## src/rtl/core/glos_pkg.sv

```systemverilog
// Shared types, constants and codes of the grid line-of-sight tracer.
`timescale 1ns / 1ps
`default_nettype none

package glos_pkg;

	// Grid and coordinate geometry.
	localparam int MAX_COLUMNS = 64;
	localparam int MAX_ROWS    = 64;
	localparam int COORD_BITS  = 16;
	localparam int TILE_COUNT  = MAX_COLUMNS * MAX_ROWS;
	localparam int TILE_BITS   = $clog2(TILE_COUNT);

	// Widths of the configuration fields and of derived quantities.
	localparam int SIZE_BITS = 8;
	localparam int MAP_BITS  = 7;
	localparam int DIM_BITS  = 11;
	localparam int CMP_BITS  = (COORD_BITS > DIM_BITS) ? COORD_BITS : DIM_BITS;
	localparam int ERR_BITS  = COORD_BITS + 3;

	// Configuration port.
	localparam int ADDR_BITS = 4;
	localparam int DATA_BITS = 32;

	localparam logic [SIZE_BITS-1:0] TILE_WIDTH_RESET  = SIZE_BITS'(16);
	localparam logic [SIZE_BITS-1:0] TILE_HEIGHT_RESET = SIZE_BITS'(16);
	localparam logic [MAP_BITS-1:0]  MAP_COLUMNS_RESET = MAP_BITS'(64);
	localparam logic [MAP_BITS-1:0]  MAP_ROWS_RESET    = MAP_BITS'(64);

	typedef enum logic [1:0] {
		REG_TILE_WIDTH,
		REG_TILE_HEIGHT,
		REG_MAP_COLUMNS,
		REG_MAP_ROWS
	} glos_reg_t;

	typedef enum logic [1:0] {
		CMD_WRITE_WALL,
		CMD_CAST_RAY,
		CMD_READ_TILE,
		CMD_CLEAR_VIS
	} glos_op_t;

	typedef struct packed {
		glos_op_t                      cmd;
		logic [5:0]                    tile_col;
		logic [5:0]                    tile_row;
		logic                          wall;
		logic signed [COORD_BITS-1:0]  start_x;
		logic signed [COORD_BITS-1:0]  start_y;
		logic signed [COORD_BITS-1:0]  end_x;
		logic signed [COORD_BITS-1:0]  end_y;
	} glos_in_t;

	typedef struct packed {
		logic reached;
		logic tile_visible;
		logic tile_wall;
	} glos_out_t;

	typedef struct packed {
		logic [SIZE_BITS-1:0] tile_width;
		logic [SIZE_BITS-1:0] tile_height;
		logic [MAP_BITS-1:0]  map_columns;
		logic [MAP_BITS-1:0]  map_rows;
	} glos_cfg_t;

	// Commands from the controller to the datapath.
	typedef struct packed {
		logic latch_in;
		logic setup1;
		logic setup2;
		logic load_axes;
		logic step;
		logic mark_vis;
		logic rd_wall;
		logic rd_tile;
		logic wr_wall;
		logic clr_vis;
		logic res_we;
		logic res_reached;
		logic out_load;
	} glos_dp_cmd_t;

	// Status from the datapath to the controller.
	typedef struct packed {
		glos_op_t op;
		logic     short_ray;
		logic     div_busy;
		logic     walk_done;
		logic     step_changed;
		logic     in_map;
		logic     hit_wall;
		logic     sweep_last;
	} glos_dp_stat_t;

	typedef enum logic [3:0] {
		ST_RESET_CLEAR,
		ST_IDLE,
		ST_DISPATCH,
		ST_WRITE,
		ST_READ,
		ST_CLEAR,
		ST_SETUP1,
		ST_SETUP2,
		ST_DIV,
		ST_SHORT,
		ST_STEP,
		ST_TEST,
		ST_WALL,
		ST_DONE
	} glos_state_t;

endpackage

`default_nettype wire

```

## src/rtl/core/glos_ctrl.sv

```systemverilog
// Controller: command sequencing, clearing sweeps, ray walk control and response valid.
`timescale 1ns / 1ps
`default_nettype none

module glos_ctrl (
	input  wire logic                    clk,
	input  wire logic                    arst_n,
	input  wire logic                    cmd_valid,
	output logic                         cmd_stall,
	output logic                         rsp_valid,
	input  wire logic                    rsp_stall,
	input  wire glos_pkg::glos_dp_stat_t stat,
	output glos_pkg::glos_dp_cmd_t       cmd
);
	import glos_pkg::*;

	glos_state_t state_q, state_n;
	logic rsp_valid_q;
	logic rsp_free;

	assign rsp_free = !rsp_valid_q || !rsp_stall;

	always_ff @(posedge clk or negedge arst_n) begin
		if (!arst_n) begin
			state_q <= ST_RESET_CLEAR;
		end else begin
			state_q <= state_n;
		end
	end

	always_ff @(posedge clk or negedge arst_n) begin
		if (!arst_n) begin
			rsp_valid_q <= 1'b0;
		end else if (cmd.out_load) begin
			rsp_valid_q <= 1'b1;
		end else if (!rsp_stall) begin
			rsp_valid_q <= 1'b0;
		end
	end

	always_comb begin
		state_n = state_q;
		cmd     = '0;
		case (state_q)
			ST_RESET_CLEAR: begin
				cmd.clr_vis = 1'b1;
				if (stat.sweep_last) begin
					state_n = ST_IDLE;
				end
			end
			ST_IDLE: begin
				if (cmd_valid) begin
					cmd.latch_in = 1'b1;
					state_n      = ST_DISPATCH;
				end
			end
			ST_DISPATCH: begin
				case (stat.op)
					CMD_WRITE_WALL: state_n = ST_WRITE;
					CMD_CAST_RAY:   state_n = ST_SETUP1;
					CMD_READ_TILE:  state_n = ST_READ;
					CMD_CLEAR_VIS:  state_n = ST_CLEAR;
					default:        state_n = ST_DONE;
				endcase
			end
			ST_WRITE: begin
				cmd.wr_wall = 1'b1;
				state_n     = ST_DONE;
			end
			ST_READ: begin
				cmd.rd_tile = 1'b1;
				state_n     = ST_DONE;
			end
			ST_CLEAR: begin
				cmd.clr_vis = 1'b1;
				if (stat.sweep_last) begin
					state_n = ST_DONE;
				end
			end
			ST_SETUP1: begin
				cmd.setup1 = 1'b1;
				state_n    = ST_SETUP2;
			end
			ST_SETUP2: begin
				cmd.setup2 = 1'b1;
				state_n    = ST_DIV;
			end
			ST_DIV: begin
				if (!stat.div_busy) begin
					cmd.load_axes = 1'b1;
					state_n       = stat.short_ray ? ST_SHORT : ST_STEP;
				end
			end
			ST_SHORT: begin
				cmd.mark_vis    = stat.in_map;
				cmd.res_we      = 1'b1;
				cmd.res_reached = 1'b1;
				state_n         = ST_DONE;
			end
			ST_STEP: begin
				if (stat.walk_done) begin
					cmd.res_we      = 1'b1;
					cmd.res_reached = 1'b1;
					state_n         = ST_DONE;
				end else begin
					cmd.step = 1'b1;
					if (stat.step_changed) begin
						state_n = ST_TEST;
					end
				end
			end
			ST_TEST: begin
				if (!stat.in_map) begin
					cmd.res_we      = 1'b1;
					cmd.res_reached = 1'b1;
					state_n         = ST_DONE;
				end else begin
					cmd.mark_vis = 1'b1;
					cmd.rd_wall  = 1'b1;
					state_n      = ST_WALL;
				end
			end
			ST_WALL: begin
				if (stat.hit_wall) begin
					cmd.res_we      = 1'b1;
					cmd.res_reached = 1'b0;
					state_n         = ST_DONE;
				end else begin
					state_n = ST_STEP;
				end
			end
			ST_DONE: begin
				if (rsp_free) begin
					cmd.out_load = 1'b1;
					state_n      = ST_IDLE;
				end
			end
			default: begin
				state_n = ST_IDLE;
			end
		endcase
	end

	assign cmd_stall = (state_q != ST_IDLE);
	assign rsp_valid = rsp_valid_q;

endmodule

`default_nettype wire

```

## config.mk

```make
export PLATFORM = sky130hd
export DESIGN_NAME = glos_ctrl
export DESIGN_NICKNAME = d
export VERILOG_FILES = /design/src/rtl/core/glos_pkg.sv /design/src/rtl/core/glos_ctrl.sv
export SDC_FILE = /design/constraint.sdc
export NUM_CORES = 1
export LEC_CHECK = 0
export BUFFER_PORTS_ARGS = -buffer_cell sky130_fd_sc_hd__buf_2
export CORE_AREA = 8 8 45 47
export CTS_BUF_LIST = sky130_fd_sc_hd__clkbuf_4 sky130_fd_sc_hd__clkbuf_8
export CTS_CLUSTER_SIZE = 10
export DETAILED_ROUTE_END_ITERATION = 7
export DIE_AREA = 0 0 53 55
export PLACE_DENSITY = 0.78
export SLEW_MARGIN = 30
export SYNTH_ARGS = -nofsm -noshare
export SYNTH_HDL_FRONTEND = slang
export SYNTH_SLANG_ARGS = --single-unit
```

## constraint.sdc

```tcl
create_clock -name clk -period 4.55 [get_ports clk]
set_input_delay 0.91 -clock clk [delete_from_list [all_inputs] [get_ports clk]]
set_output_delay 0.91 -clock clk [all_outputs]
set_load 0.02 [all_outputs]
```

Word-level counts from Yosys, hierarchy flattened
Cells that the tools add are included.
- reductions and logical operators: 8
- equal/unequal tests: 24
- muxes and demuxes: 34
- operators with widths (cell ; count):
    4-bit case mux with 12 select lines ; 1
    4-bit two-way mux ; 7
    4-bit == test, second input constant ; 6
    1-bit two-way mux ; 17
    4-bit by 3-bit == test with 1-bit output, second input constant ; 4
    4-bit case mux with 4 select lines ; 1
    2-bit two-way mux ; 5
    2-bit != test, second input constant ; 5
    4-bit by 2-bit == test with 1-bit output, second input constant ; 2
    2-bit case mux with 4 select lines ; 1
    6-bit AND reduction ; 1
    2-bit == test, second input constant ; 2
    4-bit by 1-bit == test with 1-bit output, second input constant ; 1
    4-bit logical NOT ; 1
    4-bit by 1-bit != test with 1-bit output, second input constant ; 1
    3-bit two-way mux ; 1
    3-bit != test, second input constant ; 1
    3-bit OR reduction ; 1
    2-bit by 1-bit == test with 1-bit output, second input constant ; 1
    1-bit logical NOT ; 2
    2-bit logical NOT ; 1
    2-bit by 1-bit != test with 1-bit output, second input constant ; 1
    1-bit case mux with 2 select lines ; 1
    2-bit OR reduction ; 1
    1-bit logical OR ; 1
- output and inout port bits: 15
- logic and storage cells: 68
- input bits: 13
- register bits: 5

Logic depth before layout (Yosys ltp)
Gate-level depths: netlist of the first run.
- word-level depth: 5
- mapped depth: 7
- mapped depth without buffers: 7

Worst setup path before layout of the first run
Ideal clock, no wire load.
- path type: input to output
- start: input stat[2] in the netlist's numbering
- end: output cmd[2] in the netlist's numbering
- path slack: 1950 ps
- path buffers: 0
- required time: 3640 ps
- cell stages on the path: 4
- data arrival time: 1690 ps
- path through: nand2_1 nand2_1 a21oi_1 a41o_1
- RTL lines (what ; RTL line ; RTL):
    start, declared ; glos_ctrl.sv:12 ; input wire glos_pkg::glos_dp_stat_t stat,
    end, declared ; glos_ctrl.sv:13 ; output glos_pkg::glos_dp_cmd_t cmd

==> flow_metrics.py, run 1 <==
metrics = {
    "run_status": {
        "status": "finished clean",
    },
    "synthesis": {
        "synth_edf_count": 0,
        "yosys.area.top_type_share_pct": 20.9,
        "syn_area_per_cell_sq_um": 7.22,
        "ys_top_cells_by_count": "9 x inv_1, 9 x nor2_1, 8 x nor3_1",
        "ys_ff_latch": 5,
        "ys.flop_type": "dfrtp_1",
        "synth_top_area_cell": "dfrtp_1",
        "ys_seq_area_share_pct": 20.9,
        "synth_area_leaders": "dfrtp_1 21%, nor3_1 6.7%, inv_1 5.6%",
        "syn-num-nets": 98,
        "syn_area_sq_um": 599,
        "syn_inst": 83,
        "synth_cell_types": 35,
        "ys_warn_count": 0,
        "async_flop_share_pct": 100,
    },
    "clock_tree": {
        "root_buffer": "clkbuf_4",
        "clk_pin_slew_ns": 0.04,
        "clock-sinks": 5,
        "cts_resized": 0,
        "clockBufferDepth": 2,
        "worst_skew_pair.late_latency_ns": 0.24,
        "h-tree-depth": 1,
        "cts_hold_buf": 0,
        "cts_setup_buffers": 0,
        "numCtsBuffers": 3,
        "cts_tree": "yes",
    },
    "power_and_ir_drop": {
        "p_sw_share_pct": 52.7,
        "intPower_uw": 247,
        "p_leak_uw": 0.000398,
        "p_switching_uw": 275,
        "ir_drop_uv": 301,
        "p_seq_share_pct": 27.6,
        "power_frac_comb_pct": 61.4,
        "pwr-share-clk_pct": 11.1,
        "p_per_area_mw_per_mm2": 699,
        "p_total_uw": 522,
    },
    "timing": {
        "post-route-period-util_pct": 61.2,
        "period_needed_ns": 2.78,
        "slew_violations": 0,
        "fin_skew_ns": 0.00313,
        "setup_violations": 0,
        "relSlewSlack_pct": 59.5,
        "max_freq_mhz": 359,
        "rsz0062_at_grt": "false",
        "hold_viol_final": 0,
        "fin_tns_setup_ns": 0,
        "tightest_slew_ns": 0.607,
        "holdWs_ns": 0.470,
    },
    "global_route": {
        "grt_overflow": 0,
        "grt_pass1_vias": 658,
        "grt_pass1_wl_um": 2900,
        "grt_usage_pct": 13.0,
        "grt_start_max_net_pins": 22,
        "antenna_found_initial": 0,
    },
    "worst_setup_path": {
        "reg2reg_to": "state_q[1]",
        "cp_max_fo": 21,
        "worstReg2RegStart": "state_q[3]",
        "crit_path_end": "cmd[8]",
        "start_kind": "flop",
        "critPathLaunch": "state_q[3]",
        "ff2ff_path_depth": 5,
        "ff2ff_setup_slack_ns": 2.61,
        "critical_path_class": "reg -> out",
        "critical_path_required_ns": 3.64,
        "cp-end-kind": "output port",
        "arrival_ns": 1.87,
    },
    "cells_and_area": {
        "nets": 123,
        "nFillCells": 153,
        "fin_util_pct": 54.0,
        "num_antenna_cells": 0,
        "drive_gt1_share_pct": 32.7,
        "syn_to_final_growth_pct": 24.6,
        "regArea_sq_um": 125,
        "multi_input_area_sq_um": 403,
    },
    "detailed_routing": {
        "wl_met1_um": 738,
        "dr_total_vias": 699,
        "firstDrtPassIters": 4,
        "highest-signal-layer": "met3",
        "wirelength_um": 1750,
        "drtIter0Drc": 10,
        "wl_met3_um": 158,
        "wl_per_cell_um": 14.2,
        "ant_nets": 0,
        "drc_errors": 0,
        "dr_wl_met2_um": 853,
        "avgViaCountPerCell": 5.68,
    },
    "place": {
        "portBuffers": 27,
        "hpwl_um": 1380,
        "gp_congestion": 0.857,
    },
    "die": {
        "initial_core_util_pct": 43.3,
        "die-area_sq_mm": 0.00292,
        "die_w_um": 53,
        "rows": 14,
        "pin_count": 28,
        "die_h_um": 55,
        "core_area_sq_mm": 0.00138,
    },
    "hold_path": {
        "hp-class": "in -> async",
    },
    "job": {
        "drv_cap": 0,
    },
}
## critical path, stage by stage (launching register included)
cell	delay, ns
dfrtp_1	0.72
nand2b_1	0.27
or3_1	0.41
inv_1	0.07
buf_2	0.15
## registers in the layout, indices dropped and copies added, names as in the netlist
register   cells
state_q        4
rsp_valid      1
## routing by layer
metal | up-vias | GRT usage [%]
li1 | 348 | -
met1 | 321 | 15.7
met2 | 30 | 20.9
met3 | 0 | 4.81
met4 | 0 | 3.88
met5 | - | 0
## layout make-up
cell class | instances | area share (%)
well taps | 16 | 2.68
clock buffers | 4 | 4.02
repair buffers | 27 | 18.1
inverters | 9 | 4.52
flip-flops and latches | 5 | 16.8
multi-input cells | 62 | 53.9
## power by group through the flow
stage	Sequential, uW	Clock [uW]	Combinational [uW]
final	144	57.8	320
after global routing	153	62.6	357
after CTS	142	59.5	322
after detailed placement	142	0	320
after global placement	141	0	314
after floorplan	81.0	0	312
## worst min-delay path by stage
stage / to / cells past startpoint
floorplan: rsp_valid / 0
global placement: rsp_valid / 2
detailed placement: rsp_valid / 2
CTS: rsp_valid / 1
global route: rsp_valid / 1
finish: rsp_valid / 1
## cell families (layout without fill, tap and decap cells)
logic type,count (synthesis),count (layout),share of synthesized area [%]
buf+inv,16,40,11.9
mux,1,1,1.67
compound gates,24,24,31.1
simple gates,34,34,28.8
flops,5,5,20.9
xor+xnor,1,1,1.46
fa+ha+maj,2,2,4.17
## cell usage in the layout, fill, tap and decap left out, types with 2 or more instances in the layout
master,n
a31oi_1,2
o22a_1,2
o21ai_0,4
buf_2,27
dfrtp_1,5
ha_1,2
nand3_1,2
inv_1,9
nor2_1,9
nand2_1,6
o2bb2ai_1,2
a21oi_1,4
nand2b_1,3
nor3_1,8
clkbuf_4,4
## stage by stage
step,instance area (sq um),std cells,worst slack [ns]
floorplan,599,83,1.95
global placement,717,119,2.00
detailed placement,717,119,1.98
CTS,747,123,1.78
global route,747,123,1.60
finish,747,123,1.77
Power figures use the tool's default switching activity.
==> run 2, diff against run 1 <==
--- a/config.mk
+++ b/config.mk
@@ -6,12 +6,12 @@
 export NUM_CORES = 1
 export LEC_CHECK = 0
 export BUFFER_PORTS_ARGS = -buffer_cell sky130_fd_sc_hd__buf_2
-export CORE_AREA = 8 8 45 47
+export CORE_AREA = 8 8 47 49
 export CTS_BUF_LIST = sky130_fd_sc_hd__clkbuf_4 sky130_fd_sc_hd__clkbuf_8
 export CTS_CLUSTER_SIZE = 10
 export DETAILED_ROUTE_END_ITERATION = 7
-export DIE_AREA = 0 0 53 55
-export PLACE_DENSITY = 0.78
+export DIE_AREA = 0 0 55 57
+export PLACE_DENSITY = 0.74
 export SLEW_MARGIN = 30
 export SYNTH_ARGS = -nofsm -noshare
 export SYNTH_HDL_FRONTEND = slang
==> constraint.sdc (replaced) <==
create_clock -name clk -period 2.5 [get_ports clk]
set_input_delay 0.5 -clock clk [delete_from_list [all_inputs] [get_ports clk]]
set_output_delay 0.5 -clock clk [all_outputs]
set_load 0.02 [all_outputs]
==> flow_metrics.py, run 2 (synthesis results as in run 1) <==
metrics = {
    "run_status": {
        "status": "finished clean",
    },
    "timing": {
        "hold_viol_final": 0,
        "fin_tns_setup_ns": 0,
        "rsz0062_at_grt": "false",
        "fin_skew_ns": 0.00210,
        "period_needed_ns": 2.20,
        "setup_violations": 0,
        "tightest_slew_ns": 0.519,
        "post-route-period-util_pct": 88.2,
        "relSlewSlack_pct": 65.4,
        "max_freq_mhz": 454,
        "slew_violations": 0,
    },
    "cells_and_area": {
        "num_antenna_cells": 0,
        "multi_input_area_sq_um": 403,
        "final_common_cell": "buf_2",
        "mostFrequentLayoutCells": "27 x buf_2, 9 x inv_1, 9 x nor2_1, 8 x nor3_1, 6 x nand2_1",
        "nets": 125,
        "top_register": "state_q",
        "regArea_sq_um": 125,
        "drive_gt1_share_pct": 33.9,
        "finalNonFillerCells": 126,
        "largest_reg_flops": 4,
        "syn_to_final_growth_pct": 27.3,
        "nFillCells": 165,
    },
    "global_route": {
        "grt_usage_pct": 11.2,
        "grt_pass1_wl_um": 2820,
        "grt_pass1_vias": 655,
        "grt_start_max_net_pins": 19,
        "antenna_found_initial": 0,
        "grt_overflow": 0,
    },
    "hold_path": {
        "hp-class": "in -> async",
    },
    "detailed_routing": {
        "dr_total_vias": 694,
        "drc_errors": 0,
        "wirelength_um": 1740,
        "wl_per_cell_um": 13.8,
        "ant_nets": 0,
        "avgViaCountPerCell": 5.51,
        "firstDrtPassIters": 4,
        "drtIter0Drc": 19,
    },
    "die": {
        "pin_count": 28,
        "rows": 15,
        "die_w_um": 55,
        "die-area_sq_mm": 0.00314,
        "core_area_sq_mm": 0.00158,
        "die_h_um": 57,
        "initial_core_util_pct": 38.0,
    },
    "clock_tree": {
        "worst_skew_pair.late_latency_ns": 0.24,
        "clock-sinks": 5,
        "cts_hold_buf": 0,
        "cts_tree": "yes",
        "numCtsBuffers": 3,
        "clk_pin_slew_ns": 0.04,
        "clockBufferDepth": 2,
        "cts_setup_buffers": 0,
        "h-tree-depth": 1,
        "cts_resized": 0,
        "root_buffer": "clkbuf_4",
    },
    "worst_setup_path": {
        "cp_max_fo": 18,
        "cp-end-kind": "output port",
        "start_kind": "flop",
        "critical_path_required_ns": 2.00,
        "critical_path_class": "reg -> out",
        "arrival_ns": 1.70,
    },
    "power_and_ir_drop": {
        "p_per_area_mw_per_mm2": 1270,
        "p_leak_uw": 0.000407,
        "ir_drop_uv": 438,
    },
    "place": {
        "hpwl_um": 1410,
        "dp.cells": 122,
        "gp_congestion": 0.861,
        "portBuffers": 27,
    },
    "job": {
        "drv_cap": 0,
    },
}
run 2: cell types whose count changed in the layout (fill, tap and decap cells not counted):
cell,delta
buf_4,+2
run 2: cell type report:
type                            instances  share of cell area [%]
Clock buffer                            4                    3.93
Timing Repair Buffer                   29                    19.7
Tap cell                               17                    2.79
Sequential cell                         5                    16.4
Inverter                                9                    4.43
Multi-Input combinational cell         62                    52.8
run 2: per-layer routing:
layer,track usage [%],vias up,wire length (um)
li1,-,348,-
met1,14.2,320,695
met2,17.5,26,868
met3,4.16,0,174
met4,2.06,0,0
met5,0,-,0
run 2: critical path, cell delays in order, from the launching register on:
cell	delay, ns
dfrtp_1	0.66
or4b_4	0.54
nor2_1	0.09
buf_2	0.17
run 2: where the power goes:
part           total [uW]  internal (uW)  leakage [uW]  switching, uW
logic                 651            280      0.000329            371
registers             216            119     0.0000602           96.7
clock network         103           71.1     0.0000184           31.7
run 2: per-stage QoR:
stage | utilization (%) | hold WS, ns | worst slack (ns) | area (sq um) | power, uW
2_1_floorplan | - | 0.204 | 0.517 | 599 | 716
3_3_place_gp | 46.5 | 0.315 | 0.573 | 733 | 862
3_5_place_dp | 46.5 | 0.319 | 0.552 | 733 | 871
4_1_cts | 48.4 | 0.0536 | 0.286 | 763 | 982
5_1_grt | 48.4 | 0.0573 | 0.157 | 763 | 1060
6_report | 48.4 | 0.0633 | 0.296 | 763 | 970
run 2: path summary, 6_finish.rpt:
path / from / endpoint / slack [ns] / cells past startpoint
worst max-delay path: state_q[0] / cmd[12] / 0.30 / 3
worst min-delay path: arst_n / rsp_valid / 0.06 / 1
worst max register to register: state_q[0] / state_q[2] / 0.60 / 5
worst min register to register: rsp_valid / rsp_valid / 0.55 / 2
max in group asynchronous: arst_n / state_q[2] / 2.31 / 1
min in group clk: rsp_stall / rsp_valid / 0.53 / 3
==> run 3, diff against run 2 <==
--- a/config.mk
+++ b/config.mk
@@ -8,7 +8,7 @@
 export BUFFER_PORTS_ARGS = -buffer_cell sky130_fd_sc_hd__buf_2
 export CORE_AREA = 8 8 47 49
 export CTS_BUF_LIST = sky130_fd_sc_hd__clkbuf_4 sky130_fd_sc_hd__clkbuf_8
-export CTS_CLUSTER_SIZE = 10
+export CTS_CLUSTER_SIZE = 20
 export DETAILED_ROUTE_END_ITERATION = 7
 export DIE_AREA = 0 0 55 57
 export PLACE_DENSITY = 0.74
==> constraint.sdc (replaced) <==
create_clock -name clk -period 2.5 [get_ports clk]
set_input_delay 0.5 -clock clk [delete_from_list [all_inputs] [get_ports clk]]
set_output_delay 0.5 -clock clk [all_outputs]
set_load 0.01 [all_outputs]
==> flow_metrics.py, run 3 (synthesis results as in run 1) <==
metrics = {
    "cells_and_area": {
        "nets": 124,
        "top_register": "state_q",
        "final_common_cell": "buf_2",
        "largest_reg_flops": 4,
        "drive_gt1_share_pct": 33.3,
        "fin_util_pct": 47.9,
        "num_antenna_cells": 0,
        "mostFrequentLayoutCells": "27 x buf_2, 9 x inv_1, 9 x nor2_1, 8 x nor3_1, 6 x nand2_1",
        "syn_to_final_growth_pct": 26.1,
        "finalInstanceArea_sq_um": 756,
        "nFillCells": 166,
    },
    "clock_tree": {
        "clockBufferDepth": 2,
        "cts_tree": "yes",
        "worst_skew_pair.late_latency_ns": 0.25,
        "clock-sinks": 5,
        "cts_setup_buffers": 0,
        "root_buffer": "clkbuf_4",
        "cts_resized": 0,
        "clk_pin_slew_ns": 0.05,
        "h-tree-depth": 1,
        "cts_hold_buf": 0,
        "numCtsBuffers": 3,
    },
    "timing": {
        "fin_tns_setup_ns": 0,
        "tightest_slew_ns": 0.569,
        "max_freq_mhz": 442,
        "slew_violations": 0,
        "holdWs_ns": 0.0483,
        "post-route-period-util_pct": 90.5,
        "rsz0062_at_grt": "false",
        "fin_skew_ns": 0.00294,
        "relSlewSlack_pct": 62.0,
        "hold_viol_final": 0,
        "setup_violations": 0,
        "period_needed_ns": 2.26,
    },
    "global_route": {
        "grt_use_met2_pct": 19.0,
        "grt_start_max_net_pins": 22,
        "grt_pass1_wl_um": 2900,
        "met1_usage_pct": 14.1,
        "antenna_found_initial": 0,
        "grt_usage_pct": 11.9,
        "busiest_layer": "met2",
        "grt_use_met3_pct": 4.68,
        "grt_overflow": 0,
        "grt_pass1_vias": 699,
    },
    "hold_path": {
        "hp-class": "in -> async",
    },
    "worst_setup_path": {
        "cp_max_fo": 21,
        "cp-end-kind": "output port",
        "arrival_ns": 1.76,
        "critical_path_class": "reg -> out",
        "start_kind": "flop",
        "critical_path_required_ns": 2.00,
    },
    "detailed_routing": {
        "avgViaCountPerCell": 5.78,
        "firstDrtPassIters": 5,
        "wirelength_um": 1740,
        "wl_per_cell_um": 13.9,
        "dr_total_vias": 722,
        "drc_errors": 0,
        "drtIter0Drc": 25,
        "ant_nets": 0,
    },
    "place": {
        "hpwl_um": 1370,
        "gp_congestion": 0.888,
        "dpl_cell_area_sq_um": 726,
        "portBuffers": 27,
    },
    "die": {
        "die_h_um": 57,
        "die_w_um": 55,
        "pin_count": 28,
        "rows": 15,
        "initial_core_util_pct": 38.0,
        "die-area_sq_mm": 0.00314,
        "core_area_sq_mm": 0.00158,
    },
    "power_and_ir_drop": {
        "p_total_uw": 917,
        "ir_drop_uv": 519,
        "p_per_area_mw_per_mm2": 1210,
        "p_leak_uw": 0.000402,
    },
    "job": {
        "drv_cap": 0,
    },
    "run_status": {
        "status": "finished clean",
    },
}
[run 3: changes by cell type in the layout (fill, tap and decap cells not counted)]
cell	change
buf_4	-1
[run 3: where the power goes]
part / total [uW] / internal [uW] / leakage [uW] / switching (uW)
Clock: 111 / 71.6 / 0.0000184 / 39.6
Sequential: 248 / 118 / 0.0000602 / 129
Combinational: 559 / 269 / 0.000324 / 289
[run 3: path summary, 6_finish.rpt]
check	start	endpoint	slack [ns]	depth (start not counted)
setup / recovery	state_q[3]	cmd[8]	0.24	4
hold / removal	arst_n	state_q[1]	0.05	1
setup reg to reg	state_q[0]	state_q[2]	0.60	5
hold reg to reg	rsp_valid	rsp_valid	0.54	2
max in group asynchronous	arst_n	state_q[0]	2.32	1
min in group clk	rsp_stall	rsp_valid	0.51	3
[run 3: area by class of cell]
cell class	count	area (sq um)	share of cell area, %
Tap cell	17	21.3	2.81
Multi-Input combinational cell	62	403	53.3
Clock buffer	4	30.0	3.97
Sequential cell	5	125	16.6
Timing Repair Buffer	28	143	18.9
Inverter	9	33.8	4.47
[run 3: worst max-delay path: stages (launching register included)]
cell,delay (ns)
dfrtp_1,0.70
nand2b_1,0.22
or3_1,0.40
inv_1,0.06
buf_2,0.12
[run 3: stage by stage]
step / setup slack (ns) / instances
final: 0.239 / 125
after global routing: 0.0947 / 125
after CTS: 0.220 / 125
after detailed placement: 0.521 / 121
after global placement: 0.531 / 121
after floorplan: 0.740 / 83
[run 3: routing by layer]
metal	share of wire, %	up-vias
met5	0	-
met4	0.98	0
met3	10	6
met2	48	35
met1	41	336
li1	-	345
